### src/design/rsea_pkg.sv
package rsea_pkg;

  // Defaults for the top-level parameters
  localparam int unsigned SLOTS_DEF      = 8;
  localparam int unsigned DATA_WIDTH_DEF = 64;

  // Fixed field widths
  localparam int unsigned SLOT_W      = 4;
  localparam int unsigned SIDE_W      = 2;
  localparam int unsigned MODE_W      = 3;
  localparam int unsigned FULL_DATA_W = 64;
  localparam int unsigned MASK_W      = 8;
  localparam int unsigned STAMP_W     = 32;

  // Request tdata layout, lowest bit first
  localparam int unsigned IN_SLOT_LSB = 0;
  localparam int unsigned IN_SIDE_LSB = IN_SLOT_LSB + SLOT_W;
  localparam int unsigned IN_MODE_LSB = IN_SIDE_LSB + SIDE_W;
  localparam int unsigned IN_DATA_LSB = IN_MODE_LSB + MODE_W;
  localparam int unsigned IN_MASK_LSB = IN_DATA_LSB + FULL_DATA_W;
  localparam int unsigned IN_TDATA_W  = ((IN_MASK_LSB + MASK_W + 7) / 8) * 8;

  // Result tdata layout
  localparam int unsigned OUT_TDATA_W = ((MODE_W + FULL_DATA_W + 7) / 8) * 8;

  // Command codes
  localparam logic CMD_STORE   = 1'b0;
  localparam logic CMD_REFRESH = 1'b1;

  // Side codes
  localparam logic [SIDE_W-1:0] SIDE_LEFT  = 2'd0;
  localparam logic [SIDE_W-1:0] SIDE_RIGHT = 2'd1;
  localparam logic [SIDE_W-1:0] SIDE_BOTH  = 2'd2;

  // Result side codes
  localparam logic OUT_LEFT  = 1'b0;
  localparam logic OUT_RIGHT = 1'b1;

  localparam logic [MODE_W-1:0] MODE_OFF = 3'd0;

  typedef enum logic [2:0] {
    ST_IDLE,
    ST_STORE,
    ST_SCAN,
    ST_WAIT,
    ST_EMIT_L,
    ST_EMIT_R
  } state_e;

  // Only the first eight slots have a bit in the alive mask
  function automatic logic alive_at(logic [MASK_W-1:0] mask, logic [SLOT_W-1:0] idx);
    return !idx[SLOT_W-1] && mask[idx[SLOT_W-2:0]];
  endfunction

endpackage

### src/design/recency_slot_effect_arbiter_top.sv
// Sequence: a request is taken in the idle state, then passes through the
// store state, the scan and a wait state before each changed result is loaded,
// left side first. A new request is taken only in the idle state, and the scan
// reads one slot entry of each side memory per cycle.
// Reset: asynchronous, active low; counter, alive bits, last results and
// entry valid bits clear at once, so no clearing pass is needed.
module recency_slot_effect_arbiter_top #(
  parameter int unsigned SLOTS      = rsea_pkg::SLOTS_DEF,
  parameter int unsigned DATA_WIDTH = rsea_pkg::DATA_WIDTH_DEF
) (
  input  logic                               clk_i,
  input  logic                               rst_ni,
  input  logic                               s_axis_tvalid_i,
  output logic                               s_axis_tready_o,
  // slot[3:0], side[5:4], mode[8:6], effect_data[72:9], alive_mask[80:73]
  input  logic [rsea_pkg::IN_TDATA_W-1:0]    s_axis_tdata_i,
  // command[0]
  input  logic                               s_axis_tuser_i,
  output logic                               m_axis_tvalid_o,
  input  logic                               m_axis_tready_i,
  // out_mode[2:0], out_data[66:3]
  output logic [rsea_pkg::OUT_TDATA_W-1:0]   m_axis_tdata_o,
  // out_side[0]
  output logic                               m_axis_tuser_o,
  output logic                               m_axis_tlast_o
);

  localparam int unsigned SW      = (SLOTS > 1) ? $clog2(SLOTS) : 1;
  localparam int unsigned MW      = rsea_pkg::MODE_W;
  localparam int unsigned TW      = rsea_pkg::STAMP_W;
  localparam int unsigned EW      = TW + DATA_WIDTH + MW;
  localparam int unsigned STAMP_LSB = DATA_WIDTH + MW;

  rsea_pkg::state_e state_q, state_d;

  // Request holding registers
  logic                           st_en_q, st_en_d;
  logic [SW-1:0]                  slot_q;
  logic [rsea_pkg::SIDE_W-1:0]    side_q;
  logic [MW-1:0]                  mode_q;
  logic [DATA_WIDTH-1:0]          data_q;
  logic [rsea_pkg::MASK_W-1:0]    nalive_q;
  logic                           ld_in;

  logic [TW-1:0]                  cnt_q, cnt_d;
  logic [rsea_pkg::MASK_W-1:0]    alive_q, alive_d;

  // Scan control and read stage
  logic [SW-1:0]                  rd_idx_q, rd_idx_d;
  logic                           rv_q, rv_d;
  logic [SW-1:0]                  ridx_q, ridx_d;

  // Side memories and their valid bits
  logic [EW-1:0]                  mem_q [2][SLOTS];
  logic [1:0][EW-1:0]             rdata_q;
  logic [1:0]                     rvld_q;
  logic [1:0][SLOTS-1:0]          vld_q, vld_d;
  logic [1:0]                     we;
  logic [SW-1:0]                  waddr;
  logic [1:0][EW-1:0]             wdata;

  logic [1:0][MW-1:0]             eff_mode;
  logic [1:0][DATA_WIDTH-1:0]     eff_data;
  logic [1:0][TW-1:0]             eff_stamp;

  // Running winners and last sent results
  logic [1:0][TW-1:0]             best_q, best_d;
  logic [1:0][MW-1:0]             win_mode_q, win_mode_d;
  logic [1:0][DATA_WIDTH-1:0]     win_data_q, win_data_d;
  logic [1:0][MW-1:0]             last_mode_q, last_mode_d;
  logic [1:0][DATA_WIDTH-1:0]     last_data_q, last_data_d;
  logic [1:0]                     diff;

  // Output register
  logic                           out_valid_q, out_valid_d;
  logic                           out_ld;
  logic                           out_side_q, out_side_d;
  logic [MW-1:0]                  out_mode_q, out_mode_d;
  logic [DATA_WIDTH-1:0]          out_data_q, out_data_d;
  logic                           out_tlast_q, out_tlast_d;
  logic                           out_free;
  logic                           kill;
  logic                           in_slot_ok;

  always_comb begin
    for (int s = 0; s < 2; s++) begin
      eff_mode[s]  = rvld_q[s] ? rdata_q[s][MW-1:0] : '0;
      eff_data[s]  = rvld_q[s] ? rdata_q[s][STAMP_LSB-1:MW] : '0;
      eff_stamp[s] = rvld_q[s] ? rdata_q[s][EW-1:STAMP_LSB] : '0;
      diff[s]      = (win_mode_q[s] != last_mode_q[s]) || (win_data_q[s] != last_data_q[s]);
    end
  end

  assign out_free   = !out_valid_q || m_axis_tready_i;
  assign kill       = rsea_pkg::alive_at(alive_q, rsea_pkg::SLOT_W'(ridx_q)) &&
                      !rsea_pkg::alive_at(nalive_q, rsea_pkg::SLOT_W'(ridx_q));
  assign in_slot_ok = ({1'b0, s_axis_tdata_i[rsea_pkg::IN_SLOT_LSB +: rsea_pkg::SLOT_W]}
                       < (rsea_pkg::SLOT_W + 1)'(SLOTS));

  always_comb begin
    state_d     = state_q;
    st_en_d     = st_en_q;
    ld_in       = 1'b0;
    cnt_d       = cnt_q;
    alive_d     = alive_q;
    rd_idx_d    = rd_idx_q;
    rv_d        = 1'b0;
    ridx_d      = rd_idx_q;
    vld_d       = vld_q;
    we          = '0;
    waddr       = ridx_q;
    wdata       = '0;
    best_d      = best_q;
    win_mode_d  = win_mode_q;
    win_data_d  = win_data_q;
    last_mode_d = last_mode_q;
    last_data_d = last_data_q;
    out_valid_d = out_valid_q && !m_axis_tready_i;
    out_ld      = 1'b0;
    out_side_d  = out_side_q;
    out_mode_d  = out_mode_q;
    out_data_d  = out_data_q;
    out_tlast_d = out_tlast_q;
    s_axis_tready_o = (state_q == rsea_pkg::ST_IDLE);

    // Compare stage: newest live entry wins, lowest slot on a tie
    if (rv_q) begin
      for (int s = 0; s < 2; s++) begin
        if (rsea_pkg::alive_at(nalive_q, rsea_pkg::SLOT_W'(ridx_q)) &&
            eff_mode[s] != rsea_pkg::MODE_OFF && eff_stamp[s] > best_q[s]) begin
          best_d[s]     = eff_stamp[s];
          win_mode_d[s] = eff_mode[s];
          win_data_d[s] = eff_data[s];
        end
      end
      // Turn off a slot that has just died, keep its data word
      if (kill) begin
        we    = 2'b11;
        waddr = ridx_q;
        for (int s = 0; s < 2; s++) begin
          wdata[s] = {TW'(0), eff_data[s], rsea_pkg::MODE_OFF};
        end
      end
    end

    case (state_q)
      rsea_pkg::ST_IDLE: begin
        if (s_axis_tvalid_i) begin
          ld_in   = 1'b1;
          st_en_d = (s_axis_tuser_i == rsea_pkg::CMD_STORE) && in_slot_ok;
          if (st_en_d && cnt_q != '1) begin
            cnt_d = cnt_q + 1'b1;
          end
          best_d     = '0;
          win_mode_d = '0;
          win_data_d = '0;
          state_d    = rsea_pkg::ST_STORE;
        end
      end
      rsea_pkg::ST_STORE: begin
        if (st_en_q) begin
          waddr = slot_q;
          we[0] = (side_q == rsea_pkg::SIDE_LEFT) || (side_q == rsea_pkg::SIDE_BOTH);
          we[1] = (side_q == rsea_pkg::SIDE_RIGHT) || (side_q == rsea_pkg::SIDE_BOTH);
          for (int s = 0; s < 2; s++) begin
            wdata[s] = {cnt_q, data_q, mode_q};
          end
        end
        rd_idx_d = '0;
        state_d  = rsea_pkg::ST_SCAN;
      end
      rsea_pkg::ST_SCAN: begin
        rv_d   = 1'b1;
        ridx_d = rd_idx_q;
        if (rd_idx_q == SW'(SLOTS - 1)) begin
          state_d = rsea_pkg::ST_WAIT;
        end else begin
          rd_idx_d = SW'(rd_idx_q + 1'b1);
        end
      end
      rsea_pkg::ST_WAIT: begin
        alive_d = nalive_q;
        state_d = rsea_pkg::ST_EMIT_L;
      end
      rsea_pkg::ST_EMIT_L: begin
        if (!diff[0]) begin
          state_d = rsea_pkg::ST_EMIT_R;
        end else if (out_free) begin
          out_ld         = 1'b1;
          out_valid_d    = 1'b1;
          out_side_d     = rsea_pkg::OUT_LEFT;
          out_mode_d     = win_mode_q[0];
          out_data_d     = win_data_q[0];
          out_tlast_d    = !diff[1];
          last_mode_d[0] = win_mode_q[0];
          last_data_d[0] = win_data_q[0];
          state_d        = rsea_pkg::ST_EMIT_R;
        end
      end
      rsea_pkg::ST_EMIT_R: begin
        if (!diff[1]) begin
          state_d = rsea_pkg::ST_IDLE;
        end else if (out_free) begin
          out_ld         = 1'b1;
          out_valid_d    = 1'b1;
          out_side_d     = rsea_pkg::OUT_RIGHT;
          out_mode_d     = win_mode_q[1];
          out_data_d     = win_data_q[1];
          out_tlast_d    = 1'b1;
          last_mode_d[1] = win_mode_q[1];
          last_data_d[1] = win_data_q[1];
          state_d        = rsea_pkg::ST_IDLE;
        end
      end
      default: begin
        state_d = rsea_pkg::ST_IDLE;
      end
    endcase

    for (int s = 0; s < 2; s++) begin
      if (we[s]) begin
        vld_d[s][waddr] = 1'b1;
      end
    end
  end

  always_ff @(posedge clk_i or negedge rst_ni) begin
    if (!rst_ni) begin
      state_q     <= rsea_pkg::ST_IDLE;
      st_en_q     <= 1'b0;
      cnt_q       <= '0;
      alive_q     <= '0;
      rd_idx_q    <= '0;
      rv_q        <= 1'b0;
      ridx_q      <= '0;
      vld_q       <= '0;
      rvld_q      <= '0;
      best_q      <= '0;
      win_mode_q  <= '0;
      win_data_q  <= '0;
      last_mode_q <= '0;
      last_data_q <= '0;
      out_valid_q <= 1'b0;
    end else begin
      state_q     <= state_d;
      st_en_q     <= st_en_d;
      cnt_q       <= cnt_d;
      alive_q     <= alive_d;
      rd_idx_q    <= rd_idx_d;
      rv_q        <= rv_d;
      ridx_q      <= ridx_d;
      vld_q       <= vld_d;
      best_q      <= best_d;
      win_mode_q  <= win_mode_d;
      win_data_q  <= win_data_d;
      last_mode_q <= last_mode_d;
      last_data_q <= last_data_d;
      out_valid_q <= out_valid_d;
      for (int s = 0; s < 2; s++) begin
        rvld_q[s] <= vld_q[s][rd_idx_q];
      end
    end
  end

  // Side memories: one write and one registered read per cycle
  always_ff @(posedge clk_i) begin
    for (int s = 0; s < 2; s++) begin
      if (we[s]) begin
        mem_q[s][waddr] <= wdata[s];
      end
      rdata_q[s] <= mem_q[s][rd_idx_q];
    end
  end

  always_ff @(posedge clk_i) begin
    if (ld_in) begin
      slot_q   <= s_axis_tdata_i[rsea_pkg::IN_SLOT_LSB +: SW];
      side_q   <= s_axis_tdata_i[rsea_pkg::IN_SIDE_LSB +: rsea_pkg::SIDE_W];
      mode_q   <= s_axis_tdata_i[rsea_pkg::IN_MODE_LSB +: MW];
      data_q   <= s_axis_tdata_i[rsea_pkg::IN_DATA_LSB +: DATA_WIDTH];
      nalive_q <= s_axis_tdata_i[rsea_pkg::IN_MASK_LSB +: rsea_pkg::MASK_W];
    end
    if (out_ld) begin
      out_side_q  <= out_side_d;
      out_mode_q  <= out_mode_d;
      out_data_q  <= out_data_d;
      out_tlast_q <= out_tlast_d;
    end
  end

  assign m_axis_tvalid_o = out_valid_q;
  assign m_axis_tuser_o  = out_side_q;
  assign m_axis_tlast_o  = out_tlast_q;
  assign m_axis_tdata_o  = rsea_pkg::OUT_TDATA_W'({rsea_pkg::FULL_DATA_W'(out_data_q),
                                                   out_mode_q});

  a_idle_no_write: assert property (@(posedge clk_i) disable iff (!rst_ni)
    (state_q == rsea_pkg::ST_IDLE) |-> (we == 2'b00))
    else $error("memory write while idle");

  a_read_stage_in_scan: assert property (@(posedge clk_i) disable iff (!rst_ni)
    rv_q |-> (state_q == rsea_pkg::ST_SCAN || state_q == rsea_pkg::ST_WAIT))
    else $error("read data outside the scan");

  a_counter_monotonic: assert property (@(posedge clk_i) disable iff (!rst_ni)
    1'b1 |=> (cnt_q >= $past(cnt_q)))
    else $error("stamp counter went backwards");

  a_right_is_final: assert property (@(posedge clk_i) disable iff (!rst_ni)
    (m_axis_tvalid_o && m_axis_tuser_o == rsea_pkg::OUT_RIGHT) |-> m_axis_tlast_o)
    else $error("right result not marked final");

endmodule

### config.mk
export PLATFORM = sky130hd
export DESIGN_NAME = recency_slot_effect_arbiter_top
export DESIGN_NICKNAME = d
export VERILOG_FILES = /design/src/design/rsea_pkg.sv /design/src/design/recency_slot_effect_arbiter_top.sv
export SDC_FILE = /design/constraint.sdc
export NUM_CORES = 2
export LEC_CHECK = 0
export ABC_AREA = 1
export BUFFER_PORTS_ARGS = -buffer_cell sky130_fd_sc_hd__clkbuf_2
export CAP_MARGIN = 20
export CELL_PAD_IN_SITES_DETAIL_PLACEMENT = 1
export CELL_PAD_IN_SITES_GLOBAL_PLACEMENT = 1
export CORE_ASPECT_RATIO = 0.75
export CORE_MARGIN = 8
export CORE_UTILIZATION = 51
export DETAILED_ROUTE_END_ITERATION = 7
export PLACE_DENSITY = 0.8
export SYNTH_ARGS = -nofsm -noshare
export SYNTH_HDL_FRONTEND = slang
export SYNTH_SLANG_ARGS = --single-unit
### constraint.sdc
create_clock -name clk_i -period 8.3 [get_ports clk_i]
set_input_delay 0.415 -clock clk_i [delete_from_list [all_inputs] [get_ports clk_i]]
set_output_delay 0.415 -clock clk_i [all_outputs]
set_load 0.02 [all_outputs]
==> metrics.md <==
| Metric | Value |
|---|---|
| Antenna Nets Post-Route | 0 |
| Reg2Reg Setup Slack | between 2 and 3 ns |
| GRT Overall Usage | 29.84% |
| Number of global-route vias before repair | approximately 71000 |
| EDFF count, synth | between 1500 and 2000 |
| CTS tree | built |
| DRC | 0 |
| Critical Path Sink Type | flop |
| Most frequent cells in the layout | nor2_1 (1768), edfxtp_1 (1733), o21ai_0 (1103) |
| Routed wire length | between 200000 and 300000 um |
| Clk slew on worst S/H paths | ~0.070 ns |
| Die X-Extent | just over 500 um |
| Largest net degree at the start of global routing | roughly 210 |
| Critical Path Start Type | flop |
| Final TNS setup | 0 ns |
| Mapped Area | just over 90000 um2 |
| Critical path capture point | mem_q[0][624]$_DFFE_PP_ |
| DPL Wire Length | 166800 um |
| Yosys reg bits | 2333 |
| Dpl ws | around 2.7 ns |
| Worst skew pair latency | ~0.86 ns |
| Core Footprint | roughly 180000 um2 |
| DRT Pass-1 Iters | 6 |
| Slew Limit Fails | 0 |
| Synthesized netlist cell count | just over 8000 |
| Status | finished clean |
| Sequential area share after synthesis | between 70% and 80% |
| Worst Setup SP | st_en_q$_DFFE_PN0P_ |
| Nets | between 8000 and 9000 |
| PnR worst setup slack | roughly 2.9 ns |
| Die height | roughly 390 um |
| GPL Wtd Cong | between 0.8 and 0.9 |
| Worst Path Required | ~9 ns |
| PD cells | 364.5 nW/um2 |
| Via-per-instance ratio | between 6 and 7 |
| Least-Margin Pin Slew | 1.252 ns |
| Clock Sinks | 2333 |
| Worst reg2reg path endpoint | mem_q[0][624]$_DFFE_PP_ |
| Initial antenna violation count | 13 |
| Synthesis Warnings | 0 |
| Number of max-cap violations | 0 |
| VDD IR-drop max | between 0.4 and 0.5 mV |
| Die area | 196500 um2 |
| Leakage | 39.33 nW |
| First-pass GRT wire length | 444200 um |
| Max clock buf depth | 3 |
| Period minus WS final | 5.436 ns |
| GRT overflow | 0 |
| Max H-tree Level | 4 |
| Commonest non-fill, non-tap cell in the layout | nor2_1 |
| Post-CTS setup buffers | 0 |
| Total number of vias | ~67000 |
| Final Cycle Share | 65.49% |
| Row count | between 100 and 150 |
| Hold Path Class | input port to flop |
| Critical path class | flop to flop |
| Top-Level Pins | approximately 170 |
| Initial Util | roughly half |
| Setup violators final | 0 |
| Num CTS Buffers | around 220 |
| WL per Instance | 27.36 um |
| Worst Skew | ~0.05 ns |
| Root buf cell | clkbuf_16 |
| Async S/R FF share, synth | between 15 and 20% |
| Unique masters post-synth | 42 |
| CTS-repair resized insts | 0 |
| Max-slew headroom | ~16% |
| Cells on worst reg2reg path | 5 |
| Ys flop type | edfxtp_1 |
| Final hold violations | 0 |
| Worst Path Arrival | a little under 6 ns |
| Port Buffers | 156 |
| RSZ-0062 raised after global routing | no |
| Origin of the critical flop-to-flop path | st_en_q$_DFFE_PN0P_ |
| Mean post-synth cell area | 11.25 um2 |
| Max Freq | around 0.18 GHz |
| Iter 0 DRT Violations | slightly above 8000 |
| Share of layout cells above drive strength 1 | 7.854% |
| Synthesis-to-layout area growth | 11.87% |
| Worst-path maximum fanout | between 40 and 50 |
| CTS Hold Bufs | 83 |
==> power by group <==
part	internal [W]	total [W]	switching (W)
clock network	0.00566	0.0102	0.00453
logic	0.00313	0.0118	0.00863
registers	0.0147	0.0160	0.00130
total	0.0235	0.0379	0.0145
==> critical path, stage by stage, from the launching register on <==
cell	delay [ns]
dfrtp_1	1.07
nand3_4	0.72
o21ai_1	0.92
nand2_1	0.38
nor2_4	0.94
buf_4	0.86
==> synthesized netlist by cell type (27+ instances only) <==
library cell,instances,share of area (%)
nand4_1,27,0.18
buf_2,104,0.56
buf_1,47,0.19
dfxtp_1,198,4.3
o21ai_1,31,0.17
ha_1,67,0.90
nand2_1,954,3.8
inv_1,417,1.7
xor2_1,53,0.50
o22ai_1,326,2.2
o21ai_0,1103,5.9
edfxtp_1,1733,56
nand3_1,132,0.71
a31oi_1,200,1.3
nor2_1,1786,7.2
a21oi_1,212,1.1
clkbuf_1,345,1.4
xnor2_1,35,0.33
dfrtp_1,402,11
==> logic make-up after synthesis <==
| kind of cell | synth area share (%) |
|---|---|
| flops | 71.01 |
| fa+ha+maj | 0.9010 |
| xor+xnor | 0.8284 |
| other cells | 0.004031 |
| buf+inv | 4.033 |
| simple gates | 12.28 |
| compound gates | 10.88 |
| mux | 0.05917 |
==> stage by stage <==
step | hold slack, ns | total power [W] | area [um2] | instances | util (%)
2_1_floorplan | 0.1194 | 0.02301 | 93050 | 8274 | -
3_3_place_gp | 0.4400 | 0.02652 | 95880 | 10416 | 53.00
3_5_place_dp | 0.4479 | 0.02735 | 95900 | 10419 | 53.01
4_1_cts | 0.02165 | 0.03770 | 103900 | 10912 | 57.44
5_1_grt | 0.1226 | 0.03949 | 104100 | 10928 | 57.53
6_report | 0.09242 | 0.03794 | 104100 | 10931 | 57.54
==> state kept, by name, indices dropped and copies added, names as in the netlist, 16 cells and up <==
| name | cells |
|---|---|
| data_q | 64 |
| out_data_q | 64 |
| win_data_q | 128 |
| cnt_q | 32 |
| vld_q | 16 |
| rdata_q | 198 |
| last_data_q | 128 |
| best_q | 64 |
| mem_q | 1584 |
==> how the worst min path moves through the flow <==
stage,depth (start not counted),start,slack (ns),endpoint
after floorplan,0,rst_ni,0.12,alive_q[0]$_DFFE_PN0N_
after global placement,2,vld_q[1]$_DFFE_PN0P_,0.44,vld_q[1]$_DFFE_PN0P_
after detailed placement,1,vld_q[4]$_DFFE_PN0P_,0.45,vld_q[4]$_DFFE_PN0P_
after CTS,3,s_axis_tvalid_i,0.02,state_q[2]$_DFFE_PN0P_
after global routing,3,s_axis_tvalid_i,0.12,state_q[2]$_DFFE_PN0P_
final,3,s_axis_tvalid_i,0.09,state_q[2]$_DFFE_PN0P_
==> cell type report <==
type | count | area [um2]
clock inverters | 116 | 1229
repair buffers | 363 | 2768
fillers | 18572 | 76820
diodes | 3 | 7.507
flip-flops and latches | 2333 | 66080
well taps | 2397 | 2999
multi-input cells | 4997 | 23430
inverters | 428 | 1633
clock buffers | 294 | 5941
==> per-layer routing <==
metal | vias to the layer above | global-route usage [%] | share of wire [%]
met3 | 728 | 6.840 | 9.9
met2 | 3347 | 47.52 | 46
li1 | 28791 | - | -
met4 | 6 | 11.38 | 3.8
met5 | - | 0 | 0.013
met1 | 34284 | 40.24 | 40
Note: power is estimated with default switching activity, not from simulation.
